<file path="src/hw/rtl/triangle_tile_coverage_core_assert.svh">
`ifndef TRIANGLE_TILE_COVERAGE_CORE_ASSERT_SVH
`define TRIANGLE_TILE_COVERAGE_CORE_ASSERT_SVH

// Checks a condition at every clock edge outside reset.
`define TTC_ASSERT_ALWAYS(label, cond, msg) \
	label: assert property (@(posedge clk) disable iff (!arst_n) (cond)) else $error(msg);

// Checks that a condition at one edge implies another at the next edge.
`define TTC_ASSERT_NEXT(label, pre, post, msg) \
	label: assert property (@(posedge clk) disable iff (!arst_n) (pre) |=> (post)) \
		else $error(msg);

`endif

</file>
<file path="src/hw/rtl/ttc_pkg.sv">
`timescale 1ns / 1ps

package ttc_pkg;

	// Fixed field widths.
	localparam int COORD_W  = 16;
	localparam int DIFF_W   = COORD_W + 1;
	localparam int TILE_W   = 8;
	localparam int CHAN_W   = 8;
	localparam int COLOR_W  = 3 * CHAN_W;
	localparam int BASE_W   = 22;
	localparam int CFG_W    = 12;
	localparam int SCREEN_W = 13;
	localparam int CFG_IDX_W = 4;

	// Configuration register indexes.
	localparam logic [CFG_IDX_W-1:0] REG_SCREEN_WIDTH  = CFG_IDX_W'(0);
	localparam logic [CFG_IDX_W-1:0] REG_SCREEN_HEIGHT = CFG_IDX_W'(1);

	// Register reset values.
	localparam logic [CFG_W-1:0] RST_SCREEN_WIDTH  = CFG_W'(640);
	localparam logic [CFG_W-1:0] RST_SCREEN_HEIGHT = CFG_W'(480);

	// Load enables of the pipeline stages.
	typedef struct packed {
		logic ld_s1;
		logic ld_s2;
		logic ld_s3;
		logic ld_s4;
		logic ld_s5;
	} pipe_ctrl_t;

	// Width of a pixel coordinate inside the addressable tile range.
	function automatic int pix_w(input int tile_side);
		return TILE_W + $clog2(tile_side);
	endfunction

	// Width of a signed distance from a vertex to a pixel center.
	function automatic int dist_w(input int pxw, input int frac_bits);
		return ((pxw + frac_bits + 1 > COORD_W) ? pxw + frac_bits + 1 : COORD_W) + 1;
	endfunction

	// Width of an edge function value with room for the in-tile steps.
	function automatic int edge_w(input int dw);
		return dw + DIFF_W + 3 + TILE_W;
	endfunction

endpackage

</file>
<file path="src/hw/rtl/ttc_merge.sv">
`timescale 1ns / 1ps

module ttc_merge #(
	parameter int TILE_SIDE = 8,
	localparam int NPIX = TILE_SIDE * TILE_SIDE
) (
	input  logic                         clk,
	input  ttc_pkg::pipe_ctrl_t          ctrl,
	input  logic [NPIX-1:0]              lane_mask,
	input  logic [ttc_pkg::BASE_W-1:0]   base_s3,
	input  logic [ttc_pkg::COLOR_W-1:0]  color_s3,
	output logic [NPIX-1:0]              coverage_mask,
	output logic [ttc_pkg::BASE_W-1:0]   base_index,
	output logic [ttc_pkg::COLOR_W-1:0]  packed_color,
	output logic                         any_covered
);

	logic [NPIX-1:0]             mask_s4;
	logic [ttc_pkg::BASE_W-1:0]  base_s4;
	logic [ttc_pkg::COLOR_W-1:0] color_s4;
	logic [NPIX-1:0]             mask_s5;
	logic [ttc_pkg::BASE_W-1:0]  base_s5;
	logic [ttc_pkg::COLOR_W-1:0] color_s5;
	logic                        any_s5;

	// Stage 4: capture the rows found by all lanes.
	always_ff @(posedge clk) begin
		if (ctrl.ld_s4) begin
			mask_s4  <= lane_mask;
			base_s4  <= base_s3;
			color_s4 <= color_s3;
		end
	end

	// Stage 5: output register with the combined coverage flag.
	always_ff @(posedge clk) begin
		if (ctrl.ld_s5) begin
			mask_s5  <= mask_s4;
			any_s5   <= |mask_s4;
			base_s5  <= base_s4;
			color_s5 <= color_s4;
		end
	end

	assign coverage_mask = mask_s5;
	assign base_index    = base_s5;
	assign packed_color  = color_s5;
	assign any_covered   = any_s5;

endmodule

</file>
<file path="config.mk">
export PLATFORM = sky130hd
export DESIGN_NAME = ttc_merge
export DESIGN_NICKNAME = d
export VERILOG_FILES = /design/src/hw/rtl/triangle_tile_coverage_core_assert.svh /design/src/hw/rtl/ttc_pkg.sv /design/src/hw/rtl/ttc_merge.sv
export SDC_FILE = /design/constraint.sdc
export NUM_CORES = 1
export LEC_CHECK = 0
export BUFFER_PORTS_ARGS = -buffer_cell sky130_fd_sc_hd__buf_2
export CAP_MARGIN = 15
export CELL_PAD_IN_SITES_DETAIL_PLACEMENT = 1
export CELL_PAD_IN_SITES_GLOBAL_PLACEMENT = 1
export CORE_MARGIN = 1.5
export CORE_UTILIZATION = 45
export CTS_CLUSTER_DIAMETER = 150
export DETAILED_ROUTE_END_ITERATION = 8
export GPL_ROUTABILITY_DRIVEN = 0
export GPL_TIMING_DRIVEN = 1
export PLACE_DENSITY_LB_ADDON = 0.08
export SLEW_MARGIN = 20
export SYNTH_ARGS = -nofsm -noshare
export SYNTH_HDL_FRONTEND = slang
export SYNTH_SLANG_ARGS = --single-unit
export TNS_END_PERCENT = 5
</file>
<file path="constraint.sdc">
create_clock -name clk -period 2.6 [get_ports clk]
set_input_delay 0.39 -clock clk [delete_from_list [all_inputs] [get_ports clk]]
set_output_delay 0.39 -clock clk [all_outputs]
set_load 0.05 [all_outputs]
</file>
== After elaboration in Yosys (flattened, before gate mapping) ==
Cells that the tools add are included.

* Output and inout port bits: 111
* Bits of input ports: 116
* Register bits after elaboration: 221

* Reductions and logical operators: 1

{| class="wikitable"
|+ Operator list
! cell !! number
|-
| $reduce_or A64 Y1 || 1
|}

== Longest topological paths before layout ==
Gate-level depths: netlist of run 1.

* Depth in word-level cells: 1
* Mapped depth: 3
* Gate-level depth less buffers: 3

== Least setup slack after synthesis of run 1 ==
Ideal clock, no wire load.

* Path kind: register to register
* Start: register mask_s4[4]
* End: register any_s5 (netlist: any_covered) (data pin)
* Clock period less this slack: 1.487 ns
* Data arrival time: 1.216 ns
* Data required time: 2.328 ns
* Slack: 1.113 ns
* Cell stages (with the launch flop): 4
* Path buffers: 0
* Cell sequence: edfxtp_1 nor4_1 nand4_1 or4_1

* Word-level cells in the longest chain between the ends: 1

{| class="wikitable"
|+ RTL lines
! item !! RTL line !! source
|-
| from (decl) || ttc_merge.sv:18 || <nowiki>logic [NPIX-1:0] mask_s4;</nowiki>
|-
| from (signal assigned) || ttc_merge.sv:29 || <nowiki>mask_s4 <= lane_mask;</nowiki>
|-
| $reduce_or A64 Y1 || ttc_merge.sv:39 || <nowiki>any_s5 <= |mask_s4;</nowiki>
|-
| to (signal assigned) || ttc_merge.sv:39 ||
|-
| to (decl) || ttc_merge.sv:24 || <nowiki>logic any_s5;</nowiki>
|}

Every way passes these cells.
A chain may end at the register's enable or synchronous reset.

== Final worst setup path of run 1 ==
* Start: register mask_s4[19]
* End: register any_s5 (netlist: any_covered) (data pin)

Same word-level chain as after synthesis.

==> flow_metrics.py, run 1 <==
metrics = {
    "outcome": {
        "outcome": "finished with violations",
        "failed_checks": "design-rule violations",
    },
    "grt": {
        "number_of_global_route_vias_before_repair": 3719,
        "grt_met1_use": 0.196,
        "track_usage": 0.172,
        "grt.overflow.total": 0,
        "global_route_wire_length_before_repair_um": 20500,
        "global_routing_usage_on_met2": 0.295,
        "maximum_number_of_pins_on_one_net_before_global_route_repair": 49,
        "grt_antenna_before_repair": 1,
        "gr-usage-met3": 0.0692,
        "top_usage_layer": "met2",
    },
    "synthesis": {
        "syn-num-nets": 358,
        "syn_warnings": 0,
        "synth_seq_area_share": 0.980,
        "mappedNetlistArea_mm2": 0.00678,
        "post_synth_inst_count": 242,
        "synthesis.area_per_instance_um2": 28.0,
        "yosys.cell_types.count": 5,
        "postSynthRegisterBits": 221,
    },
    "floorplan": {
        "die_x_um": 126,
        "die_height_um": 126,
        "start_util": 0.463,
        "ios": 227,
        "coreArea_mm2": 0.0146,
        "rows": 44,
        "die_area_mm2": 0.0158,
    },
    "clock_tree": {
        "post-cts-setup-buffer-count": 0,
        "clock_insertion_delay_worst_skew_ns": 0.48,
        "post_cts_resized": 0,
        "cts.reportedPaths.clkPinSlew_ns": 0.06,
        "cts_made_buffers": 22,
        "cts.hold.buffers_added": 0,
        "tritoncts_num_sinks": 221,
        "cts.path.max_buffers": 3,
        "cts.htree.levels": 1,
        "tritoncts_clock_tree": "yes",
        "clockRootBuffer": "sky130_fd_sc_hd__clkbuf_16",
    },
    "routing": {
        "detailedRoute.firstIterationViolations": 194,
        "remaining_drc_errors": 14,
        "postRouteWirelength_um": 13700,
        "viasPerCell": 4.80,
        "avgRoutedWirePerCell_um": 19.7,
        "drt_pass_1_iters": 7,
        "final_antenna_net_count": 0,
        "detailroute.via_count": 3330,
    },
    "hold_path": {
        "hp-class": "primary input to flip-flop",
    },
    "timing": {
        "timing.final.crit_share": 0.657,
        "hold_slack_ns": 0.0773,
        "finClkSkew_ns": 0.00913,
        "tns_setup_ns": 0,
        "unrepaired_setup_endpoints_after_global_routing": "no",
        "setup_violations": 0,
        "drv_slew": 0,
        "final-hold-violation-count": 0,
        "min_period_ns": 1.71,
        "timing.max_slew.rel_slack": 0.582,
        "fmax_ghz": 0.585,
        "worst-slew-pin-transition_ns": 0.628,
    },
    "power_and_ir_drop": {
        "power_density_mw_per_mm2": 903,
        "power_leakage_nw": 3.43,
        "vdd_drop_max_mv": 0.643,
    },
    "worst_setup_path": {
        "worstPathArrival_ns": 1.93,
        "crit_path_start_kind": "flip-flop",
        "worst-endpoint-required_ns": 2.82,
        "worstPathCellList": "nor4_1, nand4_1, or4_1",
        "worstSetupPathDepth": 3,
        "timing.critical_path.fanout_max": 2,
        "worstSetupPathType": "flip-flop to flip-flop",
        "setup.worst_path.start": "mask_s4[19]",
        "crit-reg2reg-capture": "any_covered",
        "cp_slowest_cell": "sky130_fd_sc_hd__or4_1",
        "worstPathBufferInverterCount": 0,
        "r2r_setup_slack_ns": 0.89,
        "cp_top_family": "simple AND/OR/NAND/NOR gates",
        "endpoint_class_of_the_critical_path": "flip-flop",
        "critical_path.max_stage_delay_ns": 0.52,
        "ff_to_ff_start": "mask_s4[19]",
        "worst_setup_path_endpoint": "any_covered",
        "count_of_cells_along_the_worst_register_to_register_path": 3,
    },
    "place": {
        "detailedPlacementHpwl_um": 9600,
        "quantity_of_i_o_buffers_inserted_on_ports": 223,
    },
    "layout": {
        "final_layout_size_suffix_gt1_frac": 0.508,
        "finish.net_count": 611,
        "count_of_antenna_diodes_in_the_layout": 0,
        "layout-area-overhead-vs-synth_pct": 31.4,
    },
    "job": {
        "max_cap_viol_count": 0,
    },
}
## cells in the final DEF, fill, tap and decap left out
cell                        synthesis  routed
sky130_fd_sc_hd__clkbuf_16          0      23
sky130_fd_sc_hd__buf_4              0       5
sky130_fd_sc_hd__clkbuf_1           0       4
sky130_fd_sc_hd__or4_1              1       1
sky130_fd_sc_hd__nor4_1            15      15
sky130_fd_sc_hd__bufinv_16          0       2
sky130_fd_sc_hd__clkinv_1           0       6
sky130_fd_sc_hd__nor4_2             1       1
sky130_fd_sc_hd__buf_2              0     221
sky130_fd_sc_hd__clkinv_2           0       4
sky130_fd_sc_hd__nand4_1            4       4
sky130_fd_sc_hd__buf_12             0       3
sky130_fd_sc_hd__edfxtp_1         221     221
## stage by stage
stage               power (W)  cell area (um^2)  setup slack [ns]   util  cells
CTS                   0.00814              8900             0.803  0.608    694
global placement      0.00507              8210             0.849  0.561    655
floorplan             0.00479              6780              1.11      -    242
finish                0.00804              8900             0.891  0.608    694
global route          0.00831              8900             0.767  0.608    694
detailed placement    0.00511              8210             0.803  0.561    655
## worst reg2reg max path, cell delays in order (launching register included)
cell	delay, ns
sky130_fd_sc_hd__edfxtp_1	0.38
sky130_fd_sc_hd__nor4_1	0.38
sky130_fd_sc_hd__nand4_1	0.17
sky130_fd_sc_hd__or4_1	0.52
## power breakdown
group / leakage (nW) / internal [W] / switching, W
logic: 0.930 / 0.000150 / 0.000555
registers: 2.16 / 0.00423 / 0.0000879
clock network: 0.341 / 0.00180 / 0.00122
## registers in the layout, summed over array words and instances, names as in the netlist
register       flops
coverage_mask     64
any_covered        1
base_index        22
base_s4           22
packed_color      24
mask_s4           64
color_s4          24
## per-layer routing
metal | wire [um] | vias to the layer above | part of all wire
li1 | - | 1518 | -
met1 | 4650 | 1610 | 0.34
met2 | 6950 | 166 | 0.51
met3 | 1610 | 34 | 0.12
met4 | 456 | 2 | 0.033
met5 | 16 | - | 0.0012
## layout make-up
class | instances | area, um^2
Clock buffer | 27 | 591
Fill cell | 1294 | 5740
Multi-Input combinational cell | 21 | 139
Clock inverter | 12 | 103
Sequential cell | 221 | 6640
Tap cell | 184 | 230
Timing Repair Buffer | 229 | 1200
## cell usage after synthesis, drive strengths merged
library cell  count  area, um^2
edfxtp          221        6640
nor4             16         106
nand4             4        25.0
or4               1        7.51
## cell families after synthesis
| family | share of synthesized area |
|---|---|
| AND/OR/NAND/NOR | 0.0205 |
| flip-flops | 0.980 |
## worst min path at each step
| stage | start | to | slack, ns | depth (start not counted) |
|---|---|---|---|---|
| detailed placement | base_s4[5] | base_index[5] | 0.41 | 0 |
| global route | lane_mask[5] | mask_s4[5] | 0.06 | 1 |
| CTS | lane_mask[5] | mask_s4[5] | 0.06 | 1 |
| floorplan | base_s4[0] | base_index[0] | 0.40 | 0 |
| finish | lane_mask[14] | mask_s4[14] | 0.08 | 1 |
| global placement | color_s4[2] | packed_color[2] | 0.40 | 0 |
(Power assumes the default switching activity.)
==> run 2, diff against run 1 <==
- CORE_UTILIZATION: 45 -> 42
- clock period: 2.6 -> 1.79 ns (I/O delays scaled with it)
==> run 2 against run 1 <==
  * The run now ends clean
  * Clock power up 58%
  * Wire length up 13%
  * Clock-buffer cell count down 1
  * Fmax down 2.5%
  * Sequential share of layout area down 9.4 points
  * Critical path depth unchanged
  * Critical endpoint unchanged
  * Largest power group unchanged
==> flow_metrics.py, run 2 (synthesis results as in run 1) <==
metrics = {
    "worst_setup_path": {
        "cp_slowest_cell": "sky130_fd_sc_hd__or4_1",
        "timing.critical_path.fanout_max": 2,
        "ff_to_ff_start": "mask_s4[21]",
        "worst-endpoint-required_ns": 2.02,
        "crit_path_start_kind": "flip-flop",
        "worstPathCellList": "nor4_2, nand4_1, or4_1",
        "endpoint_class_of_the_critical_path": "flip-flop",
        "worstPathArrival_ns": 1.98,
        "worstSetupPathType": "flip-flop to flip-flop",
        "critical_path.max_stage_delay_ns": 0.51,
        "setup.worst_path.start": "mask_s4[21]",
    },
    "floorplan": {
        "die_area_mm2": 0.0169,
        "rows": 46,
        "coreArea_mm2": 0.0158,
        "die_height_um": 130,
        "die_x_um": 130,
        "ios": 227,
        "start_util": 0.428,
    },
    "layout": {
        "count_of_antenna_diodes_in_the_layout": 0,
        "final_layout_size_suffix_gt1_frac": 0.435,
        "layout-area-overhead-vs-synth_pct": 50.5,
        "finish.net_count": 724,
        "most_frequent_cells_in_the_layout": "221 x sky130_fd_sc_hd__edfxtp_1, 221 x sky130_fd_sc_hd__buf_2, 110 x sky130_fd_sc_hd__dlygate4sd3_1, 23 x sky130_fd_sc_hd__clkbuf_16, 11 x sky130_fd_sc_hd__nor4_1",
        "postLayoutCellArea_mm2": 0.0102,
    },
    "power_and_ir_drop": {
        "power_density_mw_per_mm2": 1210,
        "power_leakage_nw": 3.95,
        "vdd_drop_max_mv": 0.873,
        "post-layout-total-power_w": 0.0123,
    },
    "grt": {
        "maximum_number_of_pins_on_one_net_before_global_route_repair": 40,
        "track_usage": 0.184,
        "global_route_wire_length_before_repair_um": 22900,
        "number_of_global_route_vias_before_repair": 4185,
        "grt_antenna_before_repair": 0,
        "grt.overflow.total": 0,
    },
    "routing": {
        "postRouteWirelength_um": 15500,
        "drt_pass_1_iters": 4,
        "detailroute.via_count": 3768,
        "remaining_drc_errors": 0,
        "final_antenna_net_count": 0,
        "avgRoutedWirePerCell_um": 18.5,
        "detailedRoute.firstIterationViolations": 139,
        "viasPerCell": 4.49,
    },
    "timing": {
        "drv_slew": 0,
        "setup_violations": 0,
        "final-hold-violation-count": 0,
        "min_period_ns": 1.75,
        "fmax_ghz": 0.571,
        "timing.final.crit_share": 0.979,
        "unrepaired_setup_endpoints_after_global_routing": "no",
        "timing.max_slew.rel_slack": 0.744,
        "finClkSkew_ns": 0.0151,
        "worst-slew-pin-transition_ns": 0.381,
    },
    "place": {
        "place_area_mm2": 0.00830,
        "detailedPlacementHpwl_um": 9340,
        "quantity_of_i_o_buffers_inserted_on_ports": 223,
    },
    "clock_tree": {
        "clockRootBuffer": "sky130_fd_sc_hd__clkbuf_16",
        "cts.htree.levels": 1,
        "tritoncts_num_sinks": 221,
        "cts.path.max_buffers": 3,
        "tritoncts_clock_tree": "yes",
        "cts_made_buffers": 23,
        "cts.reportedPaths.clkPinSlew_ns": 0.06,
        "clock_insertion_delay_worst_skew_ns": 0.48,
        "post-cts-setup-buffer-count": 0,
    },
    "hold_path": {
        "worst_hold_startpoint": "ctrl[0]",
        "hp-class": "primary input to flip-flop",
    },
    "outcome": {
        "outcome": "finished, final reports clean",
    },
    "job": {
        "max_cap_viol_count": 0,
    },
}
run 2: cell types whose count changed in the layout (fill, tap and decap cells not counted), sizes merged:
cell	change
dlygate4sd3	+110
buf	+2
clkinv	-1
clkinvlp	+1
bufinv	+2
clkbuf	-1
run 2: worst max-delay path: cells and delay by family, from the launching register on:
| family | cells | cell delay (ns) |
|---|---|---|
| AND/OR/NAND/NOR | 3 | 1.08 |
| flip-flops | 1 | 0.42 |
run 2: final timing paths:
kind	to	slack, ns	cells past startpoint
setup / recovery	any_covered	0.04	3
hold / removal	coverage_mask[30]	0.20	1
setup reg to reg	any_covered	0.04	3
hold reg to reg	packed_color[22]	0.42	0
run 2: timing repair:
action / 4_1_cts / 5_1_grt
pin swaps: 0 / 0
hold buffers: 110 / 0
endpoints found under the hold margin: 110 / 0
setup endpoints to repair: 1 / 1
gates resized for setup: 2 / 3
run 2: area by class of cell:
cell class                      instances  area [um^2]
Sequential cell                       221         6640
Clock buffer                           26          587
Timing Repair Buffer                  341         2360
Multi-Input combinational cell         21          173
Tap cell                              216          270
Clock inverter                         14          170
Fill cell                            1387         5630
run 2: report_power, final:
group | switching (W) | internal [W]
Sequential | 0.000144 | 0.00614
Clock | 0.00186 | 0.00293
Combinational | 0.000850 | 0.000388
run 2: per-stage QoR:
| step | instances | hold slack, ns | worst slack (ns) | setup TNS, ns | utilization |
|---|---|---|---|---|---|
| floorplan | 242 | 0.367 | 0.303 | 0 | - |
| global placement | 689 | 0.400 | -0.0636 | -0.0636 | 0.525 |
| detailed placement | 689 | 0.405 | -0.0461 | -0.0461 | 0.525 |
| CTS | 839 | 0.176 | 0.00507 | 0 | 0.643 |
| global route | 839 | 0.185 | 0.0176 | 0 | 0.644 |
| finish | 839 | 0.196 | 0.0375 | 0 | 0.644 |
run 2: layer usage:
metal  vias to the layer above  share of wire  track usage
met5                         -              0            0
met4                         0          0.025       0.0582
met3                        29          0.068       0.0488
met2                       151           0.55        0.350
met1                      1842           0.36        0.198
li1                       1746              -            -
==> run 3, diff against run 2 <==
==> constraint.sdc (replaced) <==
create_clock -name clk -period 1.79 [get_ports clk]
set_input_delay 0.0895 -clock clk [delete_from_list [all_inputs] [get_ports clk]]
set_output_delay 0.0895 -clock clk [all_outputs]
set_load 0.05 [all_outputs]
==> run 3 against run 2 <==
  * Register-to-register slack improved by 0.02 ns
  * Combinational power is essentially flat
  * Sequential share of layout area rose by 0.78 points
  * Largest cell class unchanged
  * Largest power group unchanged
==> flow_metrics.py, run 3 (synthesis results as in run 1) <==
metrics = {
    "worst_setup_path": {
        "crit_path_start_kind": "flip-flop",
        "endpoint_class_of_the_critical_path": "flip-flop",
        "worstPathArrival_ns": 1.95,
        "timing.critical_path.fanout_max": 2,
        "worst-endpoint-required_ns": 2.00,
        "worstSetupPathType": "flip-flop to flip-flop",
    },
    "power_and_ir_drop": {
        "pwr-share-clk": 0.362,
        "vdd_drop_max_mv": 0.916,
        "pwr-share-comb": 0.104,
        "power_leakage_nw": 3.89,
        "switching_share": 0.234,
        "power.internal_w": 0.00902,
        "total_switching_power_w": 0.00275,
        "power.share.sequential": 0.533,
        "power_density_mw_per_mm2": 1170,
        "post-layout-total-power_w": 0.0118,
    },
    "hold_path": {
        "hp-class": "primary input to flip-flop",
    },
    "layout": {
        "layout-area-overhead-vs-synth_pct": 48.7,
        "layout.filler_cells": 1393,
        "finish.net_count": 722,
        "final_layout_size_suffix_gt1_frac": 0.423,
        "layout.core_utilization": 0.636,
        "count_of_antenna_diodes_in_the_layout": 0,
        "most_frequent_cells_in_the_layout": "221 x sky130_fd_sc_hd__edfxtp_1, 221 x sky130_fd_sc_hd__buf_2, 110 x sky130_fd_sc_hd__dlygate4sd3_1, 23 x sky130_fd_sc_hd__clkbuf_16, 10 x sky130_fd_sc_hd__nor4_1",
    },
    "grt": {
        "number_of_global_route_vias_before_repair": 4123,
        "grt_antenna_before_repair": 0,
        "global_route_wire_length_before_repair_um": 21900,
        "grt.overflow.total": 0,
        "maximum_number_of_pins_on_one_net_before_global_route_repair": 44,
        "track_usage": 0.174,
    },
    "job": {
        "max_cap_viol_count": 0,
    },
    "routing": {
        "drt_pass_1_iters": 4,
        "detailedRoute.firstIterationViolations": 143,
        "avgRoutedWirePerCell_um": 17.8,
        "viasPerCell": 4.49,
        "postRouteWirelength_um": 14900,
        "detailroute.via_count": 3751,
        "final_antenna_net_count": 0,
        "remaining_drc_errors": 0,
    },
    "floorplan": {
        "die_area_mm2": 0.0169,
        "die_height_um": 130,
        "rows": 46,
        "start_util": 0.428,
        "coreArea_mm2": 0.0158,
        "ios": 227,
        "die_x_um": 130,
    },
    "timing": {
        "setup_violations": 0,
        "drv_slew": 0,
        "min_period_ns": 1.73,
        "finClkSkew_ns": 0.0149,
        "final-hold-violation-count": 0,
        "timing.max_slew.rel_slack": 0.683,
        "timing.final.crit_share": 0.967,
        "fmax_ghz": 0.578,
        "worst-slew-pin-transition_ns": 0.475,
    },
    "clock_tree": {
        "tritoncts_num_sinks": 221,
        "clock_insertion_delay_worst_skew_ns": 0.49,
        "cts.htree.levels": 1,
        "cts.reportedPaths.clkPinSlew_ns": 0.06,
        "clockRootBuffer": "sky130_fd_sc_hd__clkbuf_16",
        "cts.path.max_buffers": 3,
        "tritoncts_clock_tree": "yes",
        "post-cts-setup-buffer-count": 0,
        "cts_made_buffers": 23,
    },
    "outcome": {
        "outcome": "finished, final reports clean",
    },
    "place": {
        "detailedPlacementHpwl_um": 9230,
        "quantity_of_i_o_buffers_inserted_on_ports": 223,
    },
}
## run 3: cell types whose count changed in the layout (fill, tap and decap cells not counted)
cell,change
sky130_fd_sc_hd__nor4_4,-1
sky130_fd_sc_hd__nor4_2,+2
sky130_fd_sc_hd__buf_12,-1
sky130_fd_sc_hd__clkinv_2,-4
sky130_fd_sc_hd__nor4_1,-1
sky130_fd_sc_hd__clkbuf_1,+5
sky130_fd_sc_hd__bufinv_16,-3
sky130_fd_sc_hd__buf_4,-1
sky130_fd_sc_hd__clkinv_1,+2
sky130_fd_sc_hd__clkinvlp_4,-1
## run 3: critical path, cell delays in order (launching register included)
cell and delay [ns]:
sky130_fd_sc_hd__edfxtp_1 0.40, sky130_fd_sc_hd__nor4_2 0.37, sky130_fd_sc_hd__nand4_1 0.17, sky130_fd_sc_hd__or4_1 0.51
## run 3: area by class of cell
cell class	count	area (um^2)	area share
clock inverters	8	60.1	0.00596
flip-flops and latches	221	6640	0.659
repair buffers	339	2330	0.231
well taps	216	270	0.0268
multi-input cells	21	170	0.0169
clock buffers	31	606	0.0601
## run 3: timing repair
item                                    CTS  global route
hold buffers                            110             0
endpoints found under the setup margin    1             1
resized for setup                         1             4
endpoints found under the hold margin   110             0
## run 3: power groups by stage
stage / clock network (W) / registers (W) / logic (W)
2_1_floorplan: 0 / 0.00695 / 0.00000951
3_3_place_gp: 0 / 0.00635 / 0.00103
3_5_place_dp: 0 / 0.00638 / 0.00104
4_1_cts: 0.00439 / 0.00627 / 0.00123
5_1_grt: 0.00458 / 0.00632 / 0.00129
6_report: 0.00427 / 0.00628 / 0.00123
## run 3: final timing paths
kind | startpoint | endpoint | slack [ns] | depth (start not counted)
min | ctrl[1] | base_s4[8] | 0.05 | 1
min reg2reg | base_s4[5] | base_index[5] | 0.42 | 0
max | mask_s4[21] | any_covered | 0.06 | 3
max reg2reg | mask_s4[21] | any_covered | 0.06 | 3
## run 3: per-layer routing
layer | global-route usage | part of all wire
met1 | 0.193 | 0.37
met2 | 0.326 | 0.55
met3 | 0.0500 | 0.071
met4 | 0.0497 | 0.016
met5 | 0 | 0
## run 3: per-stage QoR
stage	instance area (um^2)	setup TNS, ns	std cells	worst slack [ns]	hold WS [ns]
4_1_cts	10000	0	836	0.0175	0.0332
6_report	10100	0	836	0.0585	0.0451
2_1_floorplan	6780	0	242	0.303	0.188
3_5_place_dp	8270	-0.00117	687	-0.00117	0.268
5_1_grt	10100	-0.00147	836	-0.00147	0.0402
3_3_place_gp	8270	0	687	0.000411	0.266
